==> src/rtl/qrgs_sqrt.sv <==
// Floor integer square root of a 64-bit value, two radicand bits per cycle.
// Depends on nothing beyond the clock and reset.
module qrgs_sqrt (
  input  logic        clk,
  input  logic        rst,
  input  logic        start,
  input  logic [63:0] radicand,
  output logic        done,
  output logic [31:0] root
);

  logic [63:0] n;
  logic [35:0] rem;
  logic [5:0]  cnt;
  logic        busy;
  logic [35:0] rem_sh;
  logic [35:0] trial;

  assign rem_sh = {rem[33:0], n[63:62]};
  assign trial  = {2'b00, root, 2'b01};

  // control
  always_ff @(posedge clk) begin
    if (rst) begin
      busy <= 1'b0;
      done <= 1'b0;
      cnt  <= '0;
    end else begin
      done <= 1'b0;
      if (start) begin
        busy <= 1'b1;
        cnt  <= '0;
      end else if (busy) begin
        cnt <= cnt + 6'd1;
        if (cnt == 6'd31) begin
          busy <= 1'b0;
          done <= 1'b1;
        end
      end
    end
  end

  // one result bit per step
  always_ff @(posedge clk) begin
    if (start) begin
      n    <= radicand;
      rem  <= '0;
      root <= '0;
    end else if (busy) begin
      n <= {n[61:0], 2'b00};
      if (rem_sh >= trial) begin
        rem  <= rem_sh - trial;
        root <= {root[30:0], 1'b1};
      end else begin
        rem  <= rem_sh;
        root <= {root[30:0], 1'b0};
      end
    end
  end

endmodule

==> config.mk <==
export PLATFORM = sky130hd
export DESIGN_NAME = qrgs_sqrt
export DESIGN_NICKNAME = d
export VERILOG_FILES = /design/src/rtl/qrgs_sqrt.sv
export SDC_FILE = /design/constraint.sdc
export NUM_CORES = 1
export LEC_CHECK = 0
export ABC_AREA = 1
export BUFFER_PORTS_ARGS = -buffer_cell sky130_fd_sc_hd__buf_2
export CORE_ASPECT_RATIO = 0.5
export CORE_MARGIN = 2
export CORE_UTILIZATION = 30
export CTS_CLUSTER_DIAMETER = 120
export DETAILED_ROUTE_END_ITERATION = 10
export MAX_ROUTING_LAYER = met4
export PLACE_DENSITY = 0.44
export SYNTH_ARGS = -nofsm -noshare
export SYNTH_HDL_FRONTEND = slang
export SYNTH_SLANG_ARGS = --single-unit
==> constraint.sdc <==
create_clock -name clk -period 3.9 [get_ports clk]
set_input_delay 0.39 -clock clk [delete_from_list [all_inputs] [get_ports clk]]
set_output_delay 0.39 -clock clk [all_outputs]
set_load 0.005 [all_outputs]
==> results of run 1 <==
[kinds of logic (layout without fill, tap and decap cells)]
group,count (synthesis),count (layout),synth area share [%]
buffers and inverters,230,333,10.73
XOR/XNOR,16,16,1.671
other,0,1,0
AO/OA/AOI/OAI,88,88,5.969
adder cells (fa/ha/maj),35,35,5.222
flip-flops,138,138,40.58
AND/OR/NAND/NOR,733,733,35.83
[final cells by class]
cell class	instances	area, sq um	share of cell area, %
inverter	193	726.9	7.414
timing repair buffer	108	563.0	5.742
multi-input combinational	872	4083	41.64
clock buffer	21	450.4	4.594
tap	382	478.0	4.874
clock inverter	11	98.84	1.008
antenna	1	2.502	0.02552
sequential	138	3403	34.71
[cell usage after synthesis, types with 7 or more instances]
library cell / number
nand2_1: 503
inv_1: 187
nor2_1: 91
dfxtp_1: 74
nand3_1: 71
edfxtp_1: 64
ha_1: 35
o22ai_1: 34
a21oi_1: 31
nor3_1: 29
clkbuf_1: 26
nand4_1: 16
xnor2_1: 9
o21ai_0: 8
o21ai_1: 8
nor2_2: 7
xor2_1: 7
[worst max path at each step]
stage	start	end	slack [ns]	depth (start not counted)
floorplan	start	n[0]	0.64	4
global placement	root[24]	rem[20]	1.24	12
detailed placement	root[15]	rem[20]	1.22	12
CTS	root[24]	rem[25]	1.19	13
global route	root[24]	rem[25]	0.86	13
finish	root[24]	rem[20]	1.19	12
[stage by stage]
step / instance area (sq um) / setup WS (ns)
2_1_floorplan: 8386 / 0.6423
3_3_place_gp: 9254 / 1.245
3_5_place_dp: 9254 / 1.217
4_1_cts: 9803 / 1.186
5_1_grt: 9806 / 0.8643
6_report: 9806 / 1.186
[flip-flops by register name, summed over array words and instances, names as in the netlist]
register / cells
n: 64
rem: 34
root: 32
cnt: 6
busy: 1
done: 1
[routing by layer]
| layer | vias up | global-route usage [%] | routed length, um |
|---|---|---|---|
| li1 | 4076 | - | - |
| met1 | 3571 | 26.45 | 13230 |
| met2 | 151 | 26.42 | 10480 |
| met3 | 19 | 4.184 | 1193 |
| met4 | 0 | 4.775 | 268 |
| met5 | - | - | 0 |
[cell usage in the layout (no fill, tap or decap), types with 7 or more instances in the layout]
cell type	count
nand4_1	16
o22ai_1	34
xnor2_1	9
xor2_1	7
buf_2	99
o21ai_0	8
nor3_1	29
o21ai_1	8
dfxtp_1	74
inv_1	187
nor2_1	91
nand2_1	503
nor2_2	7
ha_1	35
buf_4	9
edfxtp_1	64
nand3_1	71
clkbuf_16	17
a21oi_1	31
[worst max-delay path: cells and delay by family (launching register included)]
kind | cells | cell delay (ns)
DFF | 1 | 0.34
and+or+nand+nor | 7 | 0.89
buffers and inverters | 2 | 0.63
adders and majority gates | 1 | 0.41
AOI/OAI and AO/OA | 2 | 0.29
==> run summary, run 1 <==
Final Hold Fails: 0
Die Width: 240.4 um
Most used DFF post-synth: dfxtp_1
Worst setup EP type: flop
Post-synth ARST share: 0%
CTS buffer count: 17
Worst min-delay path endpoint: n[0]
Max Transition Viols Final: 0
Starting Density: 30.38%
Worst-Skew Late Latency: 0.45 ns
Initial antenna violation count: 1
Fill count: 3054
H-tree depth: 4
Die area: 0.02939 sq mm
RSZ-0062 raised after global routing: false
Yosys reg bits: 138
Min cycle time layout: 2.714 ns
HPWL Detailed: 18.63 mm
Vias in the first global route: 7421
Global-route wire length before repair: 40.26 mm
Reg-to-reg endpoint: rem[20]
Row count: 43
Maximum clock path buffer count: 2
Worst Setup Start Kind: flop
Syn avg cell area: 6.763 sq um
Yosys top cell area share: 22.92%
CP arrival: 3.04 ns
Hold Crit Start: radicand[0]
Worst relative slew slack: 41.37%
Drt pass-1 iters: 6
Reg-to-reg setup timing slack: 1.19 ns
Clock skew: 0.01114 ns
Post-CTS Setup Bufs: 0
Worst min-delay path category: input pin to flop
DRC: 0
CTS clock-pin slew for the worst setup and hold paths: 0.06 ns
Gpl congestion: 0.9158
Worst-Margin Slew: 0.8794 ns
Ports: 100
R2r worst-path depth: 12
Fin nets: 1432
Final ANT Viol Nets: 0
Post-CTS sizing: 0
R2R Path Start: root[24]
Overall Global Routing Usage: 18.59%
Layout Utilization: 35.53%
Final worst-path cycle share: 69.58%
Hold Buf Count CTS: 0
Yosys top cell by area: edfxtp_1
Layout cell share with drive strength beyond 1: 11.76%
Maxcap violations: 0
Cells after DPL: 1693
Clock Sinks: 138
CP max FO: 62
Status: completed
Synth-to-layout area growth: 16.94%
Seq/Total Area, Yosys: 40.58%
DR iter-0 viols: 493
Clk root buf: clkbuf_16
Final Non-Filler Cells: 1726
EDFF count, synth: 64
# setup viols final: 0
Worst EP required: 4.22 ns
Routed vias/inst: 4.529
GRT overflow: 0
Die height: 122.2 um
Worst hold path depth: 3
Net Count, Synth: 1342
CP dominant cell by count: nand2_1
Synth unique cells: 37
DR vias: 7817
Core area: 0.02760 sq mm
Final WL: 25.17 mm
Synth Instances: 1240
CP max-delay cell: buf_4
Largest net degree at the start of global routing: 82
Fmax: 368.5 MHz
CTS tree: built
Port Buf Inserts: 99
Setup total negative slack: 0 ns
Hold_ws: 0.2050 ns
Crit path cell chain: inv_1 > ha_1 > nand2_2 > nor2_2 > nand2_1 > nor3_2 > nand3_1 > nand4_4 > buf_4 > a21oi_1 > o21ai_0 > nand2_1
Synth top area cells: edfxtp_1 (23%), nand2_1 (23%), dfxtp_1 (18%)
Routed WL per cell: 14.58 um
Kind of critical path: flop to flop
Synth warn: 0
Netlist Area Pre-Place: 0.008386 sq mm
Peak per-stage delay on the critical path: 0.54 ns
Power of run 1 is not shown: default switching activity piles up to over one toggle a cycle in this logic, so the estimate is an artifact.
==> run 2: changes to the inputs <==
==> constraint.sdc (replaced) <==
create_clock -name clk -period 2.5 [get_ports clk]
set_input_delay 0.25 -clock clk [delete_from_list [all_inputs] [get_ports clk]]
set_output_delay 0.25 -clock clk [all_outputs]
set_load 0.005 [all_outputs]
==> run summary, run 2 (synthesized netlist as in run 1, its figures left out) <==
Core area: 0.02760 sq mm
Largest net degree at the start of global routing: 81
Ports: 100
Initial antenna violation count: 1
Final ANT Viol Nets: 0
Clock Sinks: 138
Commonest non-fill, non-tap cell in the layout: nand2_1
Die area: 0.02939 sq mm
RSZ-0062 raised after global routing: false
Worst-Skew Late Latency: 0.45 ns
Setup total negative slack: 0 ns
Placed cell area: 0.009382 sq mm
CTS buffer count: 17
CTS tree: built
Fmax: 434.8 MHz
Max Transition Viols Final: 0
Maximum clock path buffer count: 2
Most frequent cells in the layout: nand2_1 (499), inv_1 (187), buf_2 (99)
Gpl congestion: 0.9307
Hold Buf Count CTS: 0
Worst min-delay path category: input pin to flop
CTS clock-pin slew for the worst setup and hold paths: 0.07 ns
Setup ws final: 0.2002 ns
Clk root buf: clkbuf_16
Kind of critical path: flop to flop
H-tree depth: 4
Drt pass-1 iters: 4
Die Width: 240.4 um
Placement Setup Slack: 0.05225 ns
Post-CTS Setup Bufs: 0
Final Hold Fails: 0
Largest register by flop count: n
Final WL: 25.56 mm
Starting Density: 30.38%
DRC: 0
DR vias: 7831
Worst-Margin Slew: 1.113 ns
Clock skew: 0.01105 ns
CP arrival: 2.64 ns
Port Buf Inserts: 99
GRT overflow: 0
Min cycle time layout: 2.300 ns
HPWL Detailed: 19.02 mm
Final Cell Area: 0.01012 sq mm
Routed vias/inst: 4.503
Top Registers: n x64, rem x34, root x32
CP max FO: 5
Routed WL per cell: 14.70 um
Status: completed
# setup viols final: 0
Overall Global Routing Usage: 18.54%
Worst setup EP type: flop
Max reg flops: 64
Final worst-path cycle share: 91.99%
Maxcap violations: 0
Global-route wire length before repair: 40.30 mm
Fin nets: 1445
Synth-to-layout area growth: 20.74%
Worst relative slew slack: 25.81%
Worst Setup Start Kind: flop
Die height: 122.2 um
Worst EP required: 2.84 ns
Layout cell share with drive strength beyond 1: 14.31%
DR iter-0 viols: 451
Row count: 43
Vias in the first global route: 7537
run 2: what timing repair did:
| action | in CTS | in global routing |
|---|---|---|
| gates resized for setup | 0 | 26 |
| endpoints found under the setup margin | 0 | 31 |
| endpoints found under the hold margin | 0 | 0 |
run 2: final timing paths:
check	from	end	slack, ns	cells past startpoint
worst max register to register	root[1]	rem[31]	0.20	15
worst min register to register	rem[32]	rem[32]	0.46	2
worst max-delay path	root[1]	rem[31]	0.20	15
worst min-delay path	rst	busy	0.06	4
run 2: routing by layer:
metal	track usage (%)	part of all wire, %	vias to the layer above
met5	-	0	-
met4	5.085	1.3	0
met3	3.891	3.9	25
met2	26.75	41	133
met1	26.14	53	3563
li1	-	-	4110
run 2: worst max-delay path, cell delays in order (launching register included):
cell and delay (ns):
dfxtp_1 0.32, inv_1 0.07, ha_1 0.37, nand2_1 0.07
inv_1 0.13, nand2_1 0.11, nor2_1 0.16, nand2_1 0.07
nand3_1 0.18, nand2_1 0.08, nand2_1 0.15, nand2_1 0.14
nand3_1 0.11, nand2_1 0.05, nor2_1 0.11, o21ai_1 0.07
run 2: cell type report:
cell class,count,area (sq um)
fill,3025,17480
multi-input combinational,872,4223
sequential,138,3403
inverter,193,726.9
timing repair buffer,121,715.7
tap,382,478.0
clock buffer,19,432.9
clock inverter,13,142.6
antenna,1,2.502
run 2: metrics by stage:
stage / hold slack (ns) / utilization (%) / std cells
3_3_place_gp: 0.4517 / 33.99 / 1705
6_report: 0.06329 / 36.68 / 1739
2_1_floorplan: 0.4095 / - / 1240
4_1_cts: 0.03350 / 36.08 / 1737
3_5_place_dp: 0.4574 / 33.99 / 1705
5_1_grt: 0.04601 / 36.68 / 1739
Power of run 2 is left out for the same reason.
==> run 3: changes to the inputs <==
--- a/config.mk
+++ b/config.mk
@@ -9,11 +9,11 @@
 export BUFFER_PORTS_ARGS = -buffer_cell sky130_fd_sc_hd__buf_2
 export CORE_ASPECT_RATIO = 0.5
 export CORE_MARGIN = 2
-export CORE_UTILIZATION = 30
+export CORE_UTILIZATION = 40
 export CTS_CLUSTER_DIAMETER = 120
 export DETAILED_ROUTE_END_ITERATION = 10
 export MAX_ROUTING_LAYER = met4
-export PLACE_DENSITY = 0.44
+export PLACE_DENSITY = 0.55
 export SYNTH_ARGS = -nofsm -noshare
 export SYNTH_HDL_FRONTEND = slang
 export SYNTH_SLANG_ARGS = --single-unit
==> run summary, run 3 (synthesized netlist as in run 1, its figures left out) <==
RSZ-0062 raised after global routing: false
Status: completed
HPWL Detailed: 17.95 mm
Post-CTS Setup Bufs: 0
Hold Buf Count CTS: 0
Worst min-delay path category: input pin to flop
Worst relative slew slack: 22.23%
Die area: 0.02221 sq mm
Ports: 100
Row count: 37
Clock skew: 0.01080 ns
DRC: 0
Final ANT Viol Nets: 0
H-tree depth: 4
CP max FO: 5
Most frequent cells in the layout: nand2_1 (502), inv_1 (187), buf_2 (99)
Die Width: 208.8 um
Largest net degree at the start of global routing: 79
DR iter-0 viols: 561
Final Hold Fails: 0
Routed WL per cell: 14.65 um
Max Transition Viols Final: 0
Worst setup EP type: flop
# setup viols final: 0
Worst EP required: 2.83 ns
CTS buffer count: 17
Die height: 106.4 um
Ant diodes: 0
Maxcap violations: 0
Synth-to-layout area growth: 18.11%
CTS clock-pin slew for the worst setup and hold paths: 0.06 ns
Worst Setup Start Kind: flop
Final WL: 23.80 mm
Largest register by flop count: n
Area of the multi-input gates: 0.004160 sq mm
Fin nets: 1440
Starting Density: 40.80%
Fill count: 2174
Drt pass-1 iters: 6
Clk root buf: clkbuf_16
Setup total negative slack: 0 ns
Max reg flops: 64
Fmax: 432.0 MHz
Initial antenna violation count: 0
Register area: 0.003403 sq mm
Commonest non-fill, non-tap cell in the layout: nand2_1
Worst-Skew Late Latency: 0.44 ns
Top Registers: n x64, rem x34, root x32
Layout cell share with drive strength beyond 1: 13.55%
Routed vias/inst: 4.789
Worst-Margin Slew: 1.167 ns
Clock Sinks: 138
Min cycle time layout: 2.315 ns
GRT overflow: 0
DR vias: 7778
Vias in the first global route: 7463
Port Buf Inserts: 99
Kind of critical path: flop to flop
Post-CTS sizing: 0
CTS tree: built
Overall Global Routing Usage: 23.34%
Maximum clock path buffer count: 2
Global-route wire length before repair: 39.22 mm
Gpl congestion: 0.9492
CP arrival: 2.64 ns
Final worst-path cycle share: 92.60%
Core area: 0.02055 sq mm
==> run 3: cell type report <==
cell class / count / area share, %
Clock buffer: 18 / 4.333
Multi-Input combinational cell: 872 / 42.00
Inverter: 193 / 7.327
Timing Repair Buffer: 116 / 6.796
Sequential cell: 138 / 34.36
Clock inverter: 14 / 1.731
Tap cell: 273 / 3.449
==> run 3: critical path: stages, from the launching register on <==
cell and delay, ns:
dfxtp_1 0.32, inv_1 0.07, ha_1 0.37, nand2_1 0.13
nor2_1 0.24, inv_1 0.07, nor2_1 0.31, nand3_1 0.20
nand4_1 0.13, nand2_1 0.06, nand3_1 0.07, nand2_1 0.05
nor2_1 0.15, nor2_1 0.05
==> run 3: per-stage QoR <==
stage,util [%],setup slack [ns],hold WS [ns],cell area [sq um],cells
global route,48.19,0.004568,0.06426,9905,1624
CTS,47.81,0.1320,0.04090,9827,1624
detailed placement,44.89,0.1502,0.4564,9226,1592
global placement,44.89,0.1033,0.4597,9226,1592
finish,48.19,0.1851,0.05923,9905,1624
floorplan,-,0.2969,0.4095,8387,1240
==> run 3: routing by layer <==
metal	wire, um	track usage, %	up-vias
met5	0	-	-
met4	273	5.510	0
met3	1030	5.229	18
met2	9724	33.05	133
met1	12770	33.60	3533
li1	-	-	4094
==> run 3: path summary, 6_finish.rpt <==
kind / from / end / slack, ns / depth (start not counted)
worst max-delay path: root[16] / rem[21] / 0.19 / 13
worst min-delay path: radicand[0] / n[0] / 0.06 / 3
worst max register to register: root[16] / rem[21] / 0.19 / 13
worst min register to register: rem[33] / rem[33] / 0.47 / 2
Power of run 3 is left out for the same reason.
