File: src/rtl/qrgs_ram.sv
// Generic single-port-write, single-port-read RAM with registered read data.
// No dependencies.
module qrgs_ram #(
  parameter int WIDTH = 24,
  parameter int DEPTH = 9,
  localparam int AW = (DEPTH > 1) ? $clog2(DEPTH) : 1
) (
  input  logic             clk,
  input  logic             we,
  input  logic [AW-1:0]    waddr,
  input  logic [WIDTH-1:0] wdata,
  input  logic [AW-1:0]    raddr,
  output logic [WIDTH-1:0] rdata
);

  logic [WIDTH-1:0] mem [DEPTH];

  always_ff @(posedge clk) begin
    if (we) begin
      mem[waddr] <= wdata;
    end
    rdata <= mem[raddr];
  end

endmodule

File: config.mk
export PLATFORM = sky130hd
export DESIGN_NAME = qrgs_ram
export DESIGN_NICKNAME = d
export VERILOG_FILES = /design/src/rtl/qrgs_ram.sv
export SDC_FILE = /design/constraint.sdc
export NUM_CORES = 1
export LEC_CHECK = 0
export BUFFER_PORTS_ARGS = -buffer_cell sky130_fd_sc_hd__buf_2
export CORE_ASPECT_RATIO = 1.2
export CORE_UTILIZATION = 40
export CTS_CLUSTER_DIAMETER = 120
export DETAILED_ROUTE_END_ITERATION = 10
export RECOVER_POWER = 100
export SETUP_SLACK_MARGIN = 0.15
export SLEW_MARGIN = 20
export SYNTH_ARGS = -nofsm -noshare
export SYNTH_HDL_FRONTEND = slang
export SYNTH_SLANG_ARGS = --single-unit
File: constraint.sdc
create_clock -name clk -period 3.2 [get_ports clk]
set_input_delay 0.16 -clock clk [delete_from_list [all_inputs] [get_ports clk]]
set_output_delay 0.16 -clock clk [all_outputs]
set_load 0.01 [all_outputs]
==> impl_metrics.env, run 1 <==
export IMPL_maxCapViolCount=5
export IMPL_cp_max_fo=24
export IMPL_timing_slew_headroom=-0.337
export IMPL_nets=608
export IMPL_die_h_um=166
export IMPL_syn2layout_area_growth_pct=17.4
export IMPL_antenna_found_initial=0
export IMPL_rsz0062_at_grt="no"
export IMPL_peakVddDrop_mv=0.405
export IMPL_slew_viol_final=125
export IMPL_clock_skew_ns=0.00914
export IMPL_ys_seq_elements=240
export IMPL_overflow=0
export IMPL_vias=4526
export IMPL_io_pins=58
export IMPL_cts_tree="built"
export IMPL_io_buffers=57
export IMPL_clock_sinks=240
export IMPL_cts_htree_levels=1
export IMPL_worst_pin_slew_ns=2.01
export IMPL_cp_data_arrival_time_ns=2.26
export IMPL_synth_top_cell_area_share=0.724
export IMPL_utilization=0.481
export IMPL_gp_congestion=0.684
export IMPL_start_util=0.410
export IMPL_worstHoldPathType="in -> reg"
export IMPL_finalHoldViolations=0
export IMPL_yosysTopAreaCell="edfxtp_1"
export IMPL_powerDensity_mw_per_mm2=615
export IMPL_synth_nets=511
export IMPL_grt_total_usage=0.153
export IMPL_synth_avg_cell_area_um2=18.8
export IMPL_detail_route_vias_per_cell=5.24
export IMPL_setup_viol=0
export IMPL_leakage_uw=0.00353
export IMPL_drc=4
export IMPL_end_kind="register"
export IMPL_die_x_um=139
export IMPL_post_route_period_util=0.682
export IMPL_clockBufferDepth=3
export IMPL_netlist_instances=477
export IMPL_final_common_cell="edfxtp_1"
export IMPL_status="finished, violations left"
export IMPL_hpwl_um=9520
export IMPL_dr_first_iter_drc_count=235
export IMPL_die_area_mm2=0.0230
export IMPL_ys_types=22
export IMPL_critPathLaunchType="input port"
export IMPL_hold_ws_ns=0.189
export IMPL_cp_data_required_time_ns=3.28
export IMPL_setup_tns_ns=0
export IMPL_fmax_ghz=0.458
export IMPL_final_layout_size_suffix_gt1_frac=0.202
export IMPL_cts_resized=0
export IMPL_violations="design-rule violations, max-capacitance violations, max-slew violations"
export IMPL_num_rows=59
export IMPL_worst_setup_path_type="in -> reg"
export IMPL_postCtsSetupRepairBufs=0
export IMPL_seq_area_frac_synth=0.778
export IMPL_postCtsHoldBufs=24
export IMPL_core_mm2=0.0219
export IMPL_wire_per_inst_um=19.9
export IMPL_finalCriticalPeriod_ns=2.18
export IMPL_first_pass_iters=9
export IMPL_numCtsBuffers=23
export IMPL_synthTopCellsByArea="edfxtp_1, mux2_2, dfxtp_1"
export IMPL_mostFrequentLayoutCells="edfxtp_1, clkbuf_1, mux2i_1, mux2_2, nand2_1"
export IMPL_grt_max_degree=44
export IMPL_grt_pass1_wl_um=27100
export IMPL_netlist_area_mm2=0.00896
export IMPL_path_clk_slew_ns=0.06
export IMPL_ant_nets=0
export IMPL_wl_um=17200
export IMPL_grt_pass1_vias=4800
export IMPL_fill_cells=1842
export IMPL_antenna_cells_inserted=0
export IMPL_insertion_delay_ns=0.50
export IMPL_yosysWarningCount=0
export IMPL_root_buffer="clkbuf_16"
## worst paths after layout
path	from	end	slack, ns	cells past startpoint
setup reg to reg	mem[7][15]	rdata[15]	2.10	3
hold / removal	raddr[3]	rdata[23]	0.19	3
setup / recovery	waddr[2]	mem[0][21]	1.02	4
hold reg to reg	mem[8][23]	rdata[23]	0.45	2
## sequential cells by signal, summed over array words and instances, names as in the netlist
| name | flops |
|---|---|
| rdata | 24 |
| mem | 216 |
## critical path, stage by stage
cell	delay (ns)
clkbuf_1	0.09
or3b_2	0.54
nor3_2	0.12
clkbuf_1	1.33
## synth_stat cells
cell type  number
edfxtp_1      216
mux2_2         48
mux2i_1        48
nand2_1        27
a22o_1         24
dfxtp_1        24
o22ai_1        24
o31ai_2        16
clkbuf_1       14
o31ai_1         8
nor2_1          7
buf_2           5
nand2b_1        3
buf_4           2
buf_6           2
buf_8           2
nor3_1          2
buf_12          1
nand3b_1        1
nor2b_1         1
nor4_1          1
or3b_2          1
## per-layer routing
layer | up-vias | routed length (µm) | global-route usage
met3 | 28 | 745 | 0.0262
li1 | 2095 | - | -
met2 | 100 | 8430 | 0.263
met4 | 0 | 385 | 0.0522
met5 | - | 0 | 0
met1 | 2303 | 7650 | 0.197
## cell type report
| type | instances | area (µm²) | share of cell area |
|---|---|---|---|
| tap | 274 | 343 | 0.0326 |
| sequential | 240 | 6970 | 0.662 |
| clock inverter | 8 | 66.3 | 0.00630 |
| timing repair buffer | 98 | 638 | 0.0607 |
| multi-input combinational | 211 | 1840 | 0.175 |
| clock buffer | 33 | 663 | 0.0630 |
## where the power goes
group / switching (µW) / internal (µW)
clock network: 1080 / 1520
logic: 206 / 148
registers: 20.3 / 3500
total: 1310 / 5160
## per-stage QoR
stage	worst slack, ns	total power (µW)	cells	cell area (µm²)
after floorplan	0.421	3790	477	8960
after global placement	1.36	3920	798	9650
after detailed placement	1.33	3930	799	9670
after CTS	1.85	6540	864	10600
after global routing	0.896	6680	864	10500
final	1.02	6470	864	10500
## logic make-up after synthesis
family	synth area share
AO/OA/AOI/OAI	0.0693
buffers and inverters	0.0184
AND/OR/NAND/NOR	0.0207
multiplexers	0.114
flip-flops	0.778
(Power assumes the default switching activity.)
==> inputs of run 2 (changes only) <==
==> constraint.sdc (replaced) <==
create_clock -name clk -period 1.84 [get_ports clk]
set_input_delay 0.092 -clock clk [delete_from_list [all_inputs] [get_ports clk]]
set_output_delay 0.092 -clock clk [all_outputs]
set_load 0.01 [all_outputs]
==> impl_metrics.env, run 2 (synthesized netlist as in run 1, its figures left out) <==
export IMPL_antenna_cells_inserted=0
export IMPL_antenna_found_initial=0
export IMPL_insertion_delay_ns=0.52
export IMPL_worstHoldPathType="in -> reg"
export IMPL_r2r_cells=3
export IMPL_rrSetupSlack_ns=0.70
export IMPL_nets=611
export IMPL_finalCriticalPeriod_ns=1.39
export IMPL_placed_area_mm2=0.00977
export IMPL_drc=3
export IMPL_cts_resized=0
export IMPL_clock_skew_ns=0.0163
export IMPL_powerDensity_mw_per_mm2=1130
export IMPL_root_buffer="clkbuf_16"
export IMPL_grt_use_met1=0.201
export IMPL_die_x_um=139
export IMPL_timing_slew_headroom=0.364
export IMPL_final_layout_size_suffix_gt1_frac=0.227
export IMPL_clockBufferDepth=3
export IMPL_syn2layout_area_growth_pct=19.7
export IMPL_net_switching_power_uw=2400
export IMPL_fin_area_mm2=0.0107
export IMPL_violations="design-rule violations"
export IMPL_largest_register_ff_count=216
export IMPL_slew_viol_final=0
export IMPL_mostFrequentLayoutCells="edfxtp_1, clkbuf_1, mux2_2, mux2i_1, nand2_1"
export IMPL_start_util=0.410
export IMPL_hpwl_um=9160
export IMPL_wl_um=17600
export IMPL_min_from="raddr[3]"
export IMPL_grt_util_met3=0.0236
export IMPL_detail_route_vias_per_cell=5.16
export IMPL_regMostFlops="mem"
export IMPL_cp_data_arrival_time_ns=1.52
export IMPL_path_clk_slew_ns=0.06
export IMPL_die_h_um=166
export IMPL_post_route_period_util=0.754
export IMPL_fmax_ghz=0.721
export IMPL_clockPowerShare=0.445
export IMPL_p_sw_frac=0.198
export IMPL_top_regs="mem (216), rdata (24)"
export IMPL_r2r_start="mem[2][19]"
export IMPL_combPwrFrac=0.051
export IMPL_rsz0062_at_grt="no"
export IMPL_leakage_uw=0.00362
export IMPL_setup_tns_ns=0
export IMPL_seqPwrFrac=0.504
export IMPL_vias=4485
export IMPL_io_pins=58
export IMPL_end_kind="register"
export IMPL_setup_viol=0
export IMPL_finalHoldViolations=0
export IMPL_ant_nets=0
export IMPL_hold_depth=3
export IMPL_overflow=0
export IMPL_io_buffers=57
export IMPL_dr_first_iter_drc_count=258
export IMPL_first_pass_iters=8
export IMPL_grt_pass1_vias=4707
export IMPL_clock_sinks=240
export IMPL_cts_tree="built"
export IMPL_worst_pin_slew_ns=0.955
export IMPL_cp_data_required_time_ns=1.97
export IMPL_die_area_mm2=0.0230
export IMPL_core_mm2=0.0219
export IMPL_wire_per_inst_um=20.2
export IMPL_peakVddDrop_mv=0.794
export IMPL_grt_pass1_wl_um=26700
export IMPL_min_to="rdata[0]"
export IMPL_maxCapViolCount=0
export IMPL_r2r_end="rdata[19]"
export IMPL_critPathLaunchType="input port"
export IMPL_use_met2=0.266
export IMPL_status="finished, violations left"
export IMPL_num_rows=59
export IMPL_grt_busiest_layer="met2"
export IMPL_cts_htree_levels=1
export IMPL_grt_total_usage=0.154
export IMPL_grt_max_degree=42
export IMPL_gp_congestion=0.676
export IMPL_final_common_cell="edfxtp_1"
export IMPL_worst_setup_path_type="in -> reg"
export IMPL_cp_max_fo=24
export IMPL_cell_internal_pwr_uw=9740
export IMPL_numCtsBuffers=25
run 2: cell count changes in the layout (fill, tap and decap cells not counted), sizes merged:
cell / delta
inv: +1
clkinvlp: +4
clkinv: -5
buf: +2
bufinv: +5
clkbuf: -1
run 2: worst max-delay path by stage:
| stage | start | to | cells after the start |
|---|---|---|---|
| global route | waddr[2] | mem[3][9] | 4 |
| global placement | waddr[2] | mem[0][0] | 4 |
| detailed placement | waddr[2] | mem[0][0] | 4 |
| finish | waddr[2] | mem[1][17] | 4 |
| floorplan | waddr[2] | mem[3][0] | 2 |
| CTS | mem[3][5] | rdata[5] | 3 |
run 2: stage by stage:
step                      hold WS (ns)  total power, µW   util  setup slack (ns)  instances
after floorplan                  0.191             6590      -            -0.229        477
after global placement           0.366             6830  0.447             0.347        800
after detailed placement         0.377             6850  0.447             0.306        800
after CTS                        0.103            12300  0.499             0.715        870
after global routing             0.114            12500  0.491             0.394        870
final                           0.0983            12100  0.491             0.453        870
run 2: repair_timing:
| action | CTS | global route |
|---|---|---|
| setup buffers | 0 | 0 |
| hold buffers | 24 | 0 |
| endpoints found under the hold margin | 216 | 0 |
run 2: area by class of cell:
type,count,area (µm²)
Timing Repair Buffer,99,644
Clock inverter,13,231
Multi-Input combinational cell,211,1870
Sequential cell,240,6970
Tap cell,274,343
Clock buffer,33,666
Fill cell,1865,11100
run 2: critical path, stage by stage:
cell and delay (ns):
clkbuf_1 0.13, or3b_2 0.55, nor2_2 0.12, clkbuf_2 0.61
run 2: power groups by stage:
stage,Combinational [µW],Clock [µW],Sequential [µW]
6_report,622,5410,6120
3_5_place_dp,624,0,6230
2_1_floorplan,338,0,6250
3_3_place_gp,606,0,6220
5_1_grt,675,5710,6130
4_1_cts,667,5510,6110
run 2: metal layers:
layer  vias up  share of wire
met2       124           0.50
met5         -              0
li1       2101              -
met3        23          0.063
met1      2237           0.42
met4         0          0.015
==> inputs of run 3 (changes only) <==
==> constraint.sdc (replaced) <==
create_clock -name clk -period 1.38 [get_ports clk]
set_input_delay 0.069 -clock clk [delete_from_list [all_inputs] [get_ports clk]]
set_output_delay 0.069 -clock clk [all_outputs]
set_load 0.01 [all_outputs]
==> impl_metrics.env, run 3 (synthesized netlist as in run 1, its figures left out) <==
export IMPL_cts_htree_levels=1
export IMPL_top_regs="mem (216), rdata (24)"
export IMPL_grt_pass1_vias=4838
export IMPL_setup_tns_ns=0
export IMPL_gp_congestion=0.689
export IMPL_numCtsBuffers=24
export IMPL_status="finished, violations left"
export IMPL_cpMaxStageDelayCell="buf_2"
export IMPL_cts_resized=0
export IMPL_overflow=0
export IMPL_path_cells="buf_2, buf_4, nand3b_1, buf_4, nor3_4, buf_2"
export IMPL_worstHoldPathType="in -> reg"
export IMPL_path_clk_slew_ns=0.06
export IMPL_worst_setup_path_type="in -> reg"
export IMPL_insertion_delay_ns=0.50
export IMPL_leakage_uw=0.00366
export IMPL_first_pass_iters=11
export IMPL_hpwl_um=9630
export IMPL_final_layout_size_suffix_gt1_frac=0.228
export IMPL_setup_viol=0
export IMPL_syn2layout_area_growth_pct=20.0
export IMPL_critPathLaunchType="input port"
export IMPL_post_route_period_util=0.862
export IMPL_nets=617
export IMPL_finalHoldViolations=0
export IMPL_mostFrequentLayoutCells="edfxtp_1, clkbuf_1, mux2_2, mux2i_1, nand2_1"
export IMPL_slew_viol_final=0
export IMPL_critPathMaxStageDelay_ns=0.67
export IMPL_die_h_um=166
export IMPL_final_common_cell="edfxtp_1"
export IMPL_rsz0062_at_grt="no"
export IMPL_num_rows=59
export IMPL_timing_slew_headroom=0.364
export IMPL_largest_register_ff_count=216
export IMPL_powerDensity_mw_per_mm2=1420
export IMPL_fmax_ghz=0.841
export IMPL_vias=4512
export IMPL_crit_family="buffers and inverters"
export IMPL_antenna_found_initial=1
export IMPL_hold_ws_ns=0.0206
export IMPL_detail_route_vias_per_cell=5.15
export IMPL_regMostFlops="mem"
export IMPL_utilization=0.492
export IMPL_clockBufferDepth=3
export IMPL_fill_cells=1853
export IMPL_cp_data_arrival_time_ns=1.31
export IMPL_cp_max_fo=24
export IMPL_worst_pin_slew_ns=0.955
export IMPL_die_x_um=139
export IMPL_cts_tree="built"
export IMPL_grt_pass1_wl_um=27300
export IMPL_ant_nets=0
export IMPL_critPathBufInv=4
export IMPL_start_util=0.410
export IMPL_io_buffers=57
export IMPL_core_mm2=0.0219
export IMPL_rrSetupSlack_ns=0.29
export IMPL_die_area_mm2=0.0230
export IMPL_grt_max_degree=36
export IMPL_violations="design-rule violations"
export IMPL_dr_first_iter_drc_count=252
export IMPL_clock_skew_ns=0.00727
export IMPL_power_uw=15200
export IMPL_root_buffer="clkbuf_16"
export IMPL_fin_cells=876
export IMPL_cp_data_required_time_ns=1.50
export IMPL_io_pins=58
export IMPL_end_kind="register"
export IMPL_peakVddDrop_mv=0.875
export IMPL_placed_cells=807
export IMPL_maxCapViolCount=0
export IMPL_drc=5
export IMPL_clock_sinks=240
export IMPL_finalCriticalPeriod_ns=1.19
export IMPL_wire_per_inst_um=20.2
export IMPL_grt_total_usage=0.157
export IMPL_wl_um=17700
run 3: cell count changes in the layout (fill, tap and decap cells not counted), sizes merged:
cell      delta
clkinvlp     -4
buf         +10
bufinv       -5
clkinv       +4
diode        +1
run 3: layout make-up:
type,instances,area (µm²),area share
Antenna cell,1,2.50,0.000233
Clock buffer,36,697,0.0648
Clock inverter,8,70.1,0.00652
Multi-Input combinational cell,211,1880,0.175
Sequential cell,240,6970,0.648
Tap cell,274,343,0.0319
Timing Repair Buffer,106,788,0.0733
run 3: through the flow:
step                      area (µm²)  setup WS, ns
after floorplan                 9040        -0.208
final                          10800         0.191
after CTS                      11000         0.295
after global routing           10800         0.129
after detailed placement        9970       -0.0385
after global placement          9970       -0.0283
run 3: where the power goes:
group | internal [µW] | total, µW | leakage (µW) | switching, µW
logic | 379 | 880 | 0.00113 | 501
clock network | 3680 | 6190 | 0.000377 | 2500
registers | 8110 | 8160 | 0.00215 | 45.7
total | 12200 | 15200 | 0.00366 | 3050
run 3: worst paths after layout:
path	from	end	cells after the start
worst min-delay path	raddr[3]	rdata[18]	3
worst max register to register	mem[3][19]	rdata[19]	3
worst max-delay path	waddr[2]	mem[4][19]	6
worst min register to register	mem[8][5]	rdata[5]	2
run 3: metal layers:
| metal | GRT usage | up-vias | share of wire |
|---|---|---|---|
| met4 | 0.0449 | 0 | 0.013 |
| met5 | 0 | - | 0 |
| li1 | - | 2110 | - |
| met3 | 0.0285 | 20 | 0.059 |
| met1 | 0.197 | 2271 | 0.41 |
| met2 | 0.278 | 111 | 0.51 |
run 3: repair_timing:
item                                    CTS  global route
buffers inserted                          0             0
hold endpoints to repair                216             0
endpoints found under the setup margin    0             0
hold buffers                             24             0
run 3: worst reg2reg max path: stages, from the launching register on:
cell and delay (ns):
edfxtp_1 0.33, mux2i_1 0.07, a22o_1 0.23, o31ai_1 0.35
