## config.mk

```make
export PLATFORM = sky130hd
export DESIGN_NAME = qrgs_div
export DESIGN_NICKNAME = d
export VERILOG_FILES = /design/src/rtl/qrgs_pkg.sv /design/src/rtl/qrgs_div.sv
export SDC_FILE = /design/constraint.sdc
export NUM_CORES = 1
export LEC_CHECK = 0
export ABC_AREA = 0
export BUFFER_PORTS_ARGS = -buffer_cell sky130_fd_sc_hd__buf_4
export CAP_MARGIN = 20
export CELL_PAD_IN_SITES_DETAIL_PLACEMENT = 1
export CELL_PAD_IN_SITES_GLOBAL_PLACEMENT = 2
export CORE_MARGIN = 1.5
export CORE_UTILIZATION = 37
export DETAILED_ROUTE_END_ITERATION = 10
export GPL_TIMING_DRIVEN = 0
export HOLD_SLACK_MARGIN = 0.15
export PLACE_DENSITY = 0.95
export SLEW_MARGIN = 10
export SYNTH_ARGS = -nofsm -noshare
export SYNTH_HDL_FRONTEND = slang
export SYNTH_SLANG_ARGS = --single-unit
```

## constraint.sdc

```tcl
create_clock -name clk -period 8.35 [get_ports clk]
set_input_delay 0.835 -clock clk [delete_from_list [all_inputs] [get_ports clk]]
set_output_delay 0.835 -clock clk [all_outputs]
set_load 0.01 [all_outputs]
```

## src/rtl/qrgs_pkg.sv

```systemverilog
// Shared types, sizes and arithmetic helpers for the 3x3 Gram-Schmidt QR block.
// Used by qrgs_div and the top level qr_gram_schmidt_3x3; depends on nothing.
package qrgs_pkg;

  localparam int MATRIX_SIZE = 3;
  localparam int NUM_Q       = MATRIX_SIZE * MATRIX_SIZE;
  localparam int NUM_R       = (MATRIX_SIZE * (MATRIX_SIZE + 1)) / 2;
  localparam int RC_W        = (MATRIX_SIZE > 1) ? $clog2(MATRIX_SIZE) : 1;
  localparam int QA_W        = $clog2(NUM_Q);
  localparam int RA_W        = (NUM_R > 1) ? $clog2(NUM_R) : 1;

  // field widths
  localparam int IDX_W   = 2;
  localparam int ELEM_W  = 16;
  localparam int ENTRY_W = 24;
  localparam int V_W     = 34;
  localparam int NUM_W   = 49;
  localparam int DEN_W   = 23;

  localparam logic signed [32:0] MAX24 = 33'sd8388607;
  localparam logic signed [32:0] MIN24 = -33'sd8388608;

  typedef enum logic [4:0] {
    S_IDLE, S_LV_RD, S_LV_CAP,
    S_DOT_RD, S_DOT_MUL, S_DOT_ACC, S_R_WR,
    S_SUB_RD, S_SUB_MUL, S_SUB_ACC,
    S_SQ_MUL, S_SQ_ACC, S_SQRT_GO, S_SQRT_WAIT, S_DIAG,
    S_DIV_GO, S_DIV_WAIT, S_Q_WR,
    S_EM_RD, S_EM_CAP, S_EM_OUT
  } state_t;

  // row-major address of element (r, c)
  function automatic logic [QA_W-1:0] elem_idx(input logic [RC_W-1:0] r,
                                               input logic [RC_W-1:0] c);
    return QA_W'(int'(r) * MATRIX_SIZE + int'(c));
  endfunction

  // address of R entry (r, c), c >= r, upper triangle row-major
  function automatic logic [RA_W-1:0] tri_idx(input logic [RC_W-1:0] r,
                                              input logic [RC_W-1:0] c);
    int ri;
    int ci;
    ri = int'(r);
    ci = int'(c);
    return RA_W'(ri * MATRIX_SIZE - (ri * (ri - 1)) / 2 + (ci - ri));
  endfunction

  // Q.32 to Q.16, round to nearest with ties away from zero
  function automatic logic signed [32:0] round_q16(input logic signed [47:0] x);
    logic [47:0] m;
    logic [31:0] r;
    m = x[47] ? 48'(-x) : 48'(x);
    r = 32'((m + 48'd32768) >> 16);
    return x[47] ? -$signed({1'b0, r}) : $signed({1'b0, r});
  endfunction

  function automatic logic signed [ENTRY_W-1:0] sat24(input logic signed [32:0] x);
    logic signed [32:0] y;
    y = x;
    if (x > MAX24) y = MAX24;
    if (x < MIN24) y = MIN24;
    return y[ENTRY_W-1:0];
  endfunction

endpackage

```

## src/rtl/qrgs_div.sv

```systemverilog
// Restoring unsigned divider, one quotient bit per cycle.
// Uses qrgs_pkg for operand widths.
module qrgs_div (
  input  logic                        clk,
  input  logic                        rst,
  input  logic                        start,
  input  logic [qrgs_pkg::NUM_W-1:0]  num,
  input  logic [qrgs_pkg::DEN_W-1:0]  den,
  output logic                        done,
  output logic [qrgs_pkg::NUM_W-1:0]  quot
);

  logic [qrgs_pkg::DEN_W-1:0] dreg;
  logic [qrgs_pkg::DEN_W-1:0] rem;
  logic [qrgs_pkg::DEN_W:0]   rem_sh;
  logic [5:0]                 cnt;
  logic                       busy;

  assign rem_sh = {rem, quot[qrgs_pkg::NUM_W-1]};

  // control
  always_ff @(posedge clk) begin
    if (rst) begin
      busy <= 1'b0;
      done <= 1'b0;
      cnt  <= '0;
    end else begin
      done <= 1'b0;
      if (start) begin
        busy <= 1'b1;
        cnt  <= '0;
      end else if (busy) begin
        cnt <= cnt + 6'd1;
        if (cnt == 6'(qrgs_pkg::NUM_W - 1)) begin
          busy <= 1'b0;
          done <= 1'b1;
        end
      end
    end
  end

  // numerator shifts out as quotient bits shift in
  always_ff @(posedge clk) begin
    if (start) begin
      quot <= num;
      rem  <= '0;
      dreg <= den;
    end else if (busy) begin
      if (rem_sh >= {1'b0, dreg}) begin
        rem  <= qrgs_pkg::DEN_W'(rem_sh - {1'b0, dreg});
        quot <= {quot[qrgs_pkg::NUM_W-2:0], 1'b1};
      end else begin
        rem  <= rem_sh[qrgs_pkg::DEN_W-1:0];
        quot <= {quot[qrgs_pkg::NUM_W-2:0], 1'b0};
      end
    end
  end

endmodule

```

==> impl_metrics.tcl, run 1 <==
set metrics [dict create \
    cp.required_ns 8.58 \
    synth-seq-cells 103 \
    cts_tree "built" \
    setup_ws_ns 5.24 \
    hp-class "reg2reg" \
    via_per_inst 5.18 \
    grt_pass1_vias 4620 \
    area_growth_pct 27.6 \
    synth_nets 578 \
    hold_buffers 0 \
    seq_area_frac_synth_pct 51.8 \
    start_util_pct 38.2 \
    drc_errors 0 \
    cts_made_buffers 9 \
    mostFrequentLayoutCell "buf_4" \
    multi_input_area_um2 2360 \
    critPathMaxStageDelay_ns 0.42 \
    cts_resized 0 \
    clk_pin_slew_ns 0.08 \
    peakVddDrop_mv 0.157 \
    post_cts_buffers 0 \
    final_cell_mix "buf_4 (126), edfxtp_1 (72), mux2_2 (49)" \
    via_count 4137 \
    drt-initial-drc-count 131 \
    grt_pass1_wl_um 23500 \
    ant_nets 0 \
    worst_slew_margin_rel_pct 44.2 \
    fmax_ghz 0.322 \
    rows 43 \
    rsz0062_at_grt "no" \
    setup_tns_ns 0 \
    cap_viol_max_count 0 \
    holdWs_ns 0.491 \
    post-route-period-util_pct 37.2 \
    synth-edff-count 72 \
    root_buffer "clkbuf_16" \
    hpwl_um 11200 \
    cts.sinks 103 \
    tightest_slew_ns 0.834 \
    cp-end-kind "register" \
    place_congestion 0.859 \
    cp_slowest_cell "edfxtp_1" \
    coreArea_um2 14000 \
    chipWidth_um 123 \
    num_io_pins 125 \
    drive_gt1_share_pct 32.4 \
    arrival_ns 3.34 \
    fillers 1574 \
    drt_pass1_iterations 4 \
    ys_warn_count 0 \
    grt_max_degree 34 \
    synthArstFlopShare_pct 0 \
    ys_types 51 \
    dieArea_um2 15200 \
    cp_max_fo 10 \
    cts.htree.levels 3 \
    status "finished, final reports clean" \
    port_buffers 124 \
    fin_skew_ns 0.0126 \
    worstSetupStartpointType "register" \
    fp.dieH_um 123 \
    worst-setup-path-type "reg2reg" \
    wl_um 14700 \
    syn_avg_cell_area_um2 11.3 \
    grt_remaining_overflow 0 \
    setup_viol 0 \
    track_usage_pct 20.5 \
    diodes 0 \
    antenna_found_initial 0 \
    regArea_um2 2780 \
    slew_viol_final 0 \
    final_nets 714 \
    synth_area_um2 5370 \
    finalCriticalPeriod_ns 3.11 \
    p_leak_nw 2.85 \
    synthCells 477 \
    path_cells "inv_1 -> ha_1 -> fa_1 -> nor2b_1 -> o31a_1 -> o21ai_1 -> a211oi_1 -> nor3_1 -> buf_2 -> buf_4 -> nor2_1 -> a21oi_1 -> o22ai_1" \
    p_per_area_nw_per_um2 199 \
    final_hold_viol_count 0 \
    clk_latency_ns 0.36 \
    clockBufferDepth 2 \
    wl_per_cell_um 18.4 \
    synth_ff_type "edfxtp_1" \
    place_ws_ns 5.23 \
]
registers in the layout (all words and copies together) (netlist names):
register and cells:
rem 23, quot 49, cnt 6, dreg 23, done 1, busy 1
layer usage:
metal | vias up | share of wire [%] | GRT usage (%)
met5 | - | 0 | 0
met2 | 120 | 49 | 35.6
met3 | 15 | 8.4 | 8.63
met4 | 0 | 1.7 | 6.47
met1 | 1982 | 41 | 22.7
li1 | 2020 | - | -
worst max-delay path, delay by kind of cell (launching register included):
| kind | cells | cell delay (ns) |
|---|---|---|
| buffers and inverters | 3 | 0.66 |
| AND/OR/NAND/NOR | 3 | 0.41 |
| flip-flops | 1 | 0.42 |
| adder cells (fa/ha/maj) | 2 | 0.42 |
| AO/OA/AOI/OAI | 5 | 1.05 |
path summary, 6_finish.rpt:
check	slack [ns]	endpoint	from	cells past startpoint
worst min register to register	0.49	rem[1]$_SDFFE_PP0P_	rem[1]$_SDFFE_PP0P_	2
worst min-delay path	0.49	rem[1]$_SDFFE_PP0P_	rem[1]$_SDFFE_PP0P_	2
worst max register to register	5.24	rem[0]$_SDFFE_PP0P_	quot[48]$_DFFE_PP_	13
worst max-delay path	5.24	rem[0]$_SDFFE_PP0P_	quot[48]$_DFFE_PP_	13
synth_stat cells (all sizes together) (8+ instances only):
cell type   n  share of area, %
edfxtp     72                40
mux2       50                11
nor2       37               2.6
inv        32               2.2
dfxtp      31                12
a21oi      29               2.9
nand2      29               2.0
ha         25               5.8
o21ai      21               2.0
clkbuf     16               1.1
a21o        9               1.3
nand3       9              0.84
xnor2       9               1.5
xor2        9               1.5
mux2i       8               1.5
stage by stage:
step                      std cells  total power [mW]  cell area [um^2]  utilization [%]
after global placement          781             0.913              6530             46.5
after floorplan                 477             0.804              5370                -
after detailed placement        782             0.929              6550             46.6
after CTS                       798              1.38              6850             48.8
final                           798              1.36              6850             48.8
after global routing            798              1.42              6850             48.8
power breakdown:
part / switching, mW / total, mW / internal (mW) / leakage [nW]
Combinational: 0.154 / 0.294 / 0.140 / 1.73
Clock: 0.205 / 0.443 / 0.238 / 0.148
Sequential: 0.0267 / 0.625 / 0.598 / 0.971
Total: 0.385 / 1.36 / 0.976 / 2.85
cell type report:
class / instances / share of cell area, %
clock buffers: 10 / 3.34
plain buffers: 22 / 1.48
repair buffers: 125 / 13.9
flip-flops and latches: 103 / 40.6
clock inverters: 6 / 1.11
multi-input cells: 320 / 34.5
well taps: 180 / 3.29
inverters: 32 / 1.75
kinds of logic (layout without fill, tap and decap cells):
kind of cell | after synthesis | in the layout | synth area share [%]
adders and majority gates | 26 | 26 | 6.20
DFF | 103 | 103 | 51.8
xor gates and xnor gates | 18 | 18 | 2.94
buffers and inverters | 54 | 195 | 4.12
muxes | 58 | 58 | 12.0
AOI/OAI and AO/OA | 106 | 106 | 13.2
and+or+nand+nor | 112 | 112 | 9.62
Power figures use the tool's default switching activity.
==> inputs of run 2 (changes only) <==
- CORE_UTILIZATION: 37 -> 31
- PLACE_DENSITY: 0.95 -> 0.86
- clock period: 8.35 -> 2.85 ns (I/O delays scaled with it)
==> impl_metrics.tcl, run 2 (synthesis gave the netlist of run 1 again) <==
set metrics [dict create \
    cts_tree "built" \
    cap_viol_max_count 0 \
    coreArea_um2 16800 \
    drt-initial-drc-count 146 \
    via_per_inst 4.96 \
    p_leak_nw 2.97 \
    setup_viol 0 \
    drt_pass1_iterations 4 \
    cts_made_buffers 9 \
    final_hold_viol_count 0 \
    grt_pass1_vias 4790 \
    tightest_slew_ns 0.787 \
    area_growth_pct 34.7 \
    ant_nets 0 \
    place_congestion 0.829 \
    drive_gt1_share_pct 33.5 \
    port_buffers 124 \
    cts.sinks 103 \
    min_path_cells 2 \
    antenna_found_initial 0 \
    post-route-period-util_pct 96.4 \
    cp_max_fo 10 \
    largest_reg_flops 49 \
    peakVddDrop_mv 0.315 \
    fp.dieH_um 135 \
    r2r_start "quot[48]$_DFFE_PP_" \
    chipWidth_um 135 \
    via_count 4291 \
    cp.required_ns 2.96 \
    setup_tns_ns 0 \
    clk_latency_ns 0.36 \
    worst_slew_margin_rel_pct 47.3 \
    cp-end-kind "register" \
    p_per_area_nw_per_um2 548 \
    root_buffer "clkbuf_16" \
    fin_skew_ns 0.0131 \
    diodes 0 \
    dieArea_um2 18100 \
    worst-setup-path-type "reg2reg" \
    finalCriticalPeriod_ns 2.75 \
    fin_cells 865 \
    hpwl_um 11200 \
    grt_remaining_overflow 0 \
    fillers 1864 \
    status "finished, final reports clean" \
    rows 47 \
    drc_errors 0 \
    worstHoldStart "num[33]" \
    crit-reg2reg-capture "quot[0]$_DFFE_PP_" \
    top_register "quot" \
    worstSetupStartpointType "register" \
    fmax_ghz 0.364 \
    rsz0062_at_grt "yes" \
    reg2reg_slack_ns 0.10 \
    final_cell_mix "buf_4 (133), edfxtp_1 (72), mux2_2 (49)" \
    wl_per_cell_um 17.3 \
    mostFrequentLayoutCell "buf_4" \
    num_io_pins 125 \
    start_util_pct 32.0 \
    wl_um 14900 \
    hold_end "quot[33]$_DFFE_PP_" \
    total_power_mw 3.97 \
    arrival_ns 2.86 \
    multi_input_area_um2 2430 \
    slew_viol_final 0 \
    final_nets 741 \
    regArea_um2 2780 \
    clockBufferDepth 2 \
    dp.cells 822 \
    reg2reg_depth 11 \
    grt_pass1_wl_um 24700 \
    grt_max_degree 35 \
    top_regs "quot x49, dreg x23, rem x23" \
    clk_pin_slew_ns 0.08 \
    hp-class "in2reg" \
    cts.htree.levels 3 \
    track_usage_pct 17.4 \
]
[run 2: cell types whose count changed in the layout (fill, tap and decap cells not counted), sizes merged]
cell,change
buf,+5
bufinv,-1
clkbuf,-2
clkinv,+1
dlygate4sd3,+24
[run 2: per-layer routing]
metal	part of all wire (%)	wire [um]	vias to the layer above	GRT usage, %
met5	0	0	-	0
met4	1.5	218	0	4.96
met3	7.5	1130	14	6.16
met2	48	7210	125	30.1
met1	43	6380	2068	20.5
li1	-	-	2084	-
[run 2: timing repair]
item                       4_1_cts  5_1_grt
cloned                           0        0
setup endpoints to repair       23       21
hold buffers                    24        0
gates resized for setup          8       12
pin swaps                        4        3
hold endpoints to repair        24        0
setup buffers                    3        3
[run 2: critical path: stages (launching register included)]
cell and delay [ns]:
edfxtp_1 0.40, inv_1 0.08, ha_2 0.20, fa_2 0.22, nor2b_2 0.06, o31a_1 0.29, o21ai_4 0.23, a211oi_2 0.11
or3_1 0.37, buf_6 0.15, buf_8 0.15, mux2_2 0.25
[run 2: area by class of cell]
| type | instances | share of cell area (%) |
|---|---|---|
| Inverter | 32 | 1.66 |
| Multi-Input combinational cell | 320 | 33.6 |
| Clock buffer | 10 | 3.17 |
| Clock inverter | 6 | 0.744 |
| Tap cell | 220 | 3.81 |
| Sequential cell | 103 | 38.5 |
| Timing Repair Buffer | 155 | 17.1 |
| Buffer | 19 | 1.45 |
[run 2: per-stage QoR]
stage                     worst slack, ns  util, %  hold slack [ns]  instance area [um^2]
final                               0.103     43.2            0.225                  7230
after global placement             -0.458     39.2            0.459                  6580
after detailed placement           -0.176     39.4            0.461                  6600
after global routing              -0.0316     43.2            0.215                  7230
after floorplan                     0.192        -            0.357                  5370
after CTS                         0.00936     42.8            0.213                  7170
[run 2: worst max-delay path by stage]
stage,from,depth (start not counted),to
2_1_floorplan,quot[48]$_DFFE_PP_,11,quot[0]$_DFFE_PP_
3_3_place_gp,start,4,quot[33]$_DFFE_PP_
3_5_place_dp,quot[48]$_DFFE_PP_,11,quot[0]$_DFFE_PP_
4_1_cts,quot[48]$_DFFE_PP_,11,quot[0]$_DFFE_PP_
5_1_grt,quot[48]$_DFFE_PP_,12,rem[14]$_SDFFE_PP0P_
6_report,quot[48]$_DFFE_PP_,11,quot[0]$_DFFE_PP_
[run 2: where the power goes]
| part | total (mW) | internal [mW] | switching [mW] |
|---|---|---|---|
| clock network | 1.22 | 0.611 | 0.606 |
| logic | 0.922 | 0.455 | 0.467 |
| registers | 1.83 | 1.75 | 0.0749 |
| total | 3.97 | 2.82 | 1.15 |
==> inputs of run 3 (changes only) <==
- PLACE_DENSITY: 0.86 -> 0.81
==> impl_metrics.tcl, run 3 (synthesis gave the netlist of run 1 again) <==
set metrics [dict create \
    status "finished, final reports clean" \
    cts.htree.levels 3 \
    drc_errors 0 \
    top_regs "quot x49, dreg x23, rem x23" \
    antenna_found_initial 0 \
    area_growth_pct 34.8 \
    final_core_util_pct 43.2 \
    via_per_inst 4.99 \
    clk_pin_slew_ns 0.08 \
    track_usage_pct 17.1 \
    cts_made_buffers 9 \
    port_buffers 124 \
    setup_viol 0 \
    p_switching_mw 1.16 \
    worstSetupStartpointType "register" \
    worst-setup-path-type "reg2reg" \
    top_register "quot" \
    drt-initial-drc-count 195 \
    cts_tree "built" \
    peakVddDrop_mv 0.284 \
    via_count 4316 \
    regArea_um2 2780 \
    fin_skew_ns 0.0180 \
    fin_cells 865 \
    rows 47 \
    grt_max_degree 31 \
    fp.dieH_um 135 \
    dp.cells 822 \
    chipWidth_um 135 \
    start_util_pct 32.0 \
    sw_frac_of_total_pct 29.0 \
    place_congestion 0.821 \
    wl_per_cell_um 17.2 \
    crit-reg2reg-capture "quot[0]$_DFFE_PP_" \
    cts.sinks 103 \
    finalCriticalPeriod_ns 2.78 \
    cp-end-kind "register" \
    hpwl_um 11000 \
    slew_viol_final 0 \
    place_ws_ns -0.164 \
    grt_pass1_wl_um 24300 \
    cap_viol_max_count 0 \
    reg2reg_depth 11 \
    grt_pass1_vias 4795 \
    cp.required_ns 2.96 \
    grt_remaining_overflow 0 \
    mostFrequentLayoutCell "buf_4" \
    post-route-period-util_pct 97.7 \
    fillers 1836 \
    pwr-share-clk_pct 31.0 \
    worstHoldStart "num[15]" \
    min_path_cells 2 \
    p_seq_share_pct 45.9 \
    final_nets 741 \
    intPower_mw 2.82 \
    clk_latency_ns 0.36 \
    root_buffer "clkbuf_16" \
    arrival_ns 2.89 \
    reg2reg_slack_ns 0.07 \
    drt_pass1_iterations 4 \
    coreArea_um2 16800 \
    p_leak_nw 2.97 \
    largest_reg_flops 49 \
    p_per_area_nw_per_um2 550 \
    worst_slew_margin_rel_pct 46.8 \
    num_io_pins 125 \
    cp_max_fo 10 \
    tightest_slew_ns 0.796 \
    wl_um 14900 \
    power_frac_comb_pct 23.1 \
    multi_input_area_um2 2440 \
    dieArea_um2 18100 \
    ant_nets 0 \
    fmax_ghz 0.359 \
    hp-class "in2reg" \
    setup_ws_ns 0.0660 \
    hold_end "quot[15]$_DFFE_PP_" \
    r2r_start "quot[48]$_DFFE_PP_" \
    diodes 0 \
    drive_gt1_share_pct 33.6 \
    final_cell_mix "buf_4 (133), edfxtp_1 (72), mux2_2 (49)" \
    clockBufferDepth 2 \
    final_hold_viol_count 0 \
]
## run 3: cell types whose count changed in the layout (fill, tap and decap cells not counted), sizes merged
cell      before  now
clkinvlp       0    1
clkinv         3    2
## run 3: worst max path at each step
stage	slack (ns)	from	endpoint
floorplan	0.19	quot[48]$_DFFE_PP_	quot[0]$_DFFE_PP_
global placement	-0.54	start	quot[25]$_DFFE_PP_
detailed placement	-0.16	quot[48]$_DFFE_PP_	quot[0]$_DFFE_PP_
CTS	0.03	dreg[15]$_DFFE_PP_	quot[0]$_DFFE_PP_
global route	-0.02	quot[48]$_DFFE_PP_	quot[0]$_DFFE_PP_
finish	0.07	quot[48]$_DFFE_PP_	quot[0]$_DFFE_PP_
## run 3: routing by layer
metal  GRT usage (%)  share of wire, %  routed length [um]
met2            29.9                49                7350
met5               0                 0                   0
met4            3.88              0.88                 131
met3            6.76               7.6                1140
met1            19.7                42                6270
## run 3: power groups by stage
stage | Combinational, mW | Clock, mW | Sequential [mW]
2_1_floorplan | 0.479 | 0 | 1.88
3_3_place_gp | 0.834 | 0 | 1.86
3_5_place_dp | 0.861 | 0 | 1.86
4_1_cts | 0.905 | 1.28 | 1.83
5_1_grt | 1.01 | 1.33 | 1.84
6_report | 0.920 | 1.23 | 1.83
## run 3: cell type report
type / count / share of cell area (%)
flip-flops and latches: 103 / 38.4
multi-input cells: 320 / 33.7
repair buffers: 155 / 17.1
well taps: 220 / 3.80
clock buffers: 10 / 3.16
inverters: 32 / 1.66
plain buffers: 19 / 1.31
clock inverters: 6 / 0.881
## run 3: through the flow
stage	hold slack [ns]	instance area, um^2	power [mW]	setup TNS [ns]
2_1_floorplan	0.357	5370	2.36	0
3_3_place_gp	0.459	6580	2.69	-27.02
3_5_place_dp	0.465	6600	2.72	-1.30
5_1_grt	0.207	7240	4.19	-0.0615
4_1_cts	0.206	7170	4.01	0
6_report	0.220	7240	3.98	0
## run 3: timing repair
action | CTS | global route
gates resized for setup | 4 | 15
endpoints found under the setup margin | 20 | 22
hold buffers | 24 | 0
hold endpoints to repair | 24 | 0
buffers inserted | 4 | 2
pin swaps | 4 | 8
cloned | 0 | 0
## run 3: worst max-delay path, stage by stage, from the launching register on
cell and delay [ns]:
edfxtp_1 0.39, inv_1 0.08, ha_2 0.20, fa_2 0.24
nor2b_4 0.05, o31a_1 0.29, o21ai_4 0.22, a211oi_2 0.11
or3_1 0.36, buf_4 0.17, buf_6 0.16, mux2_2 0.26
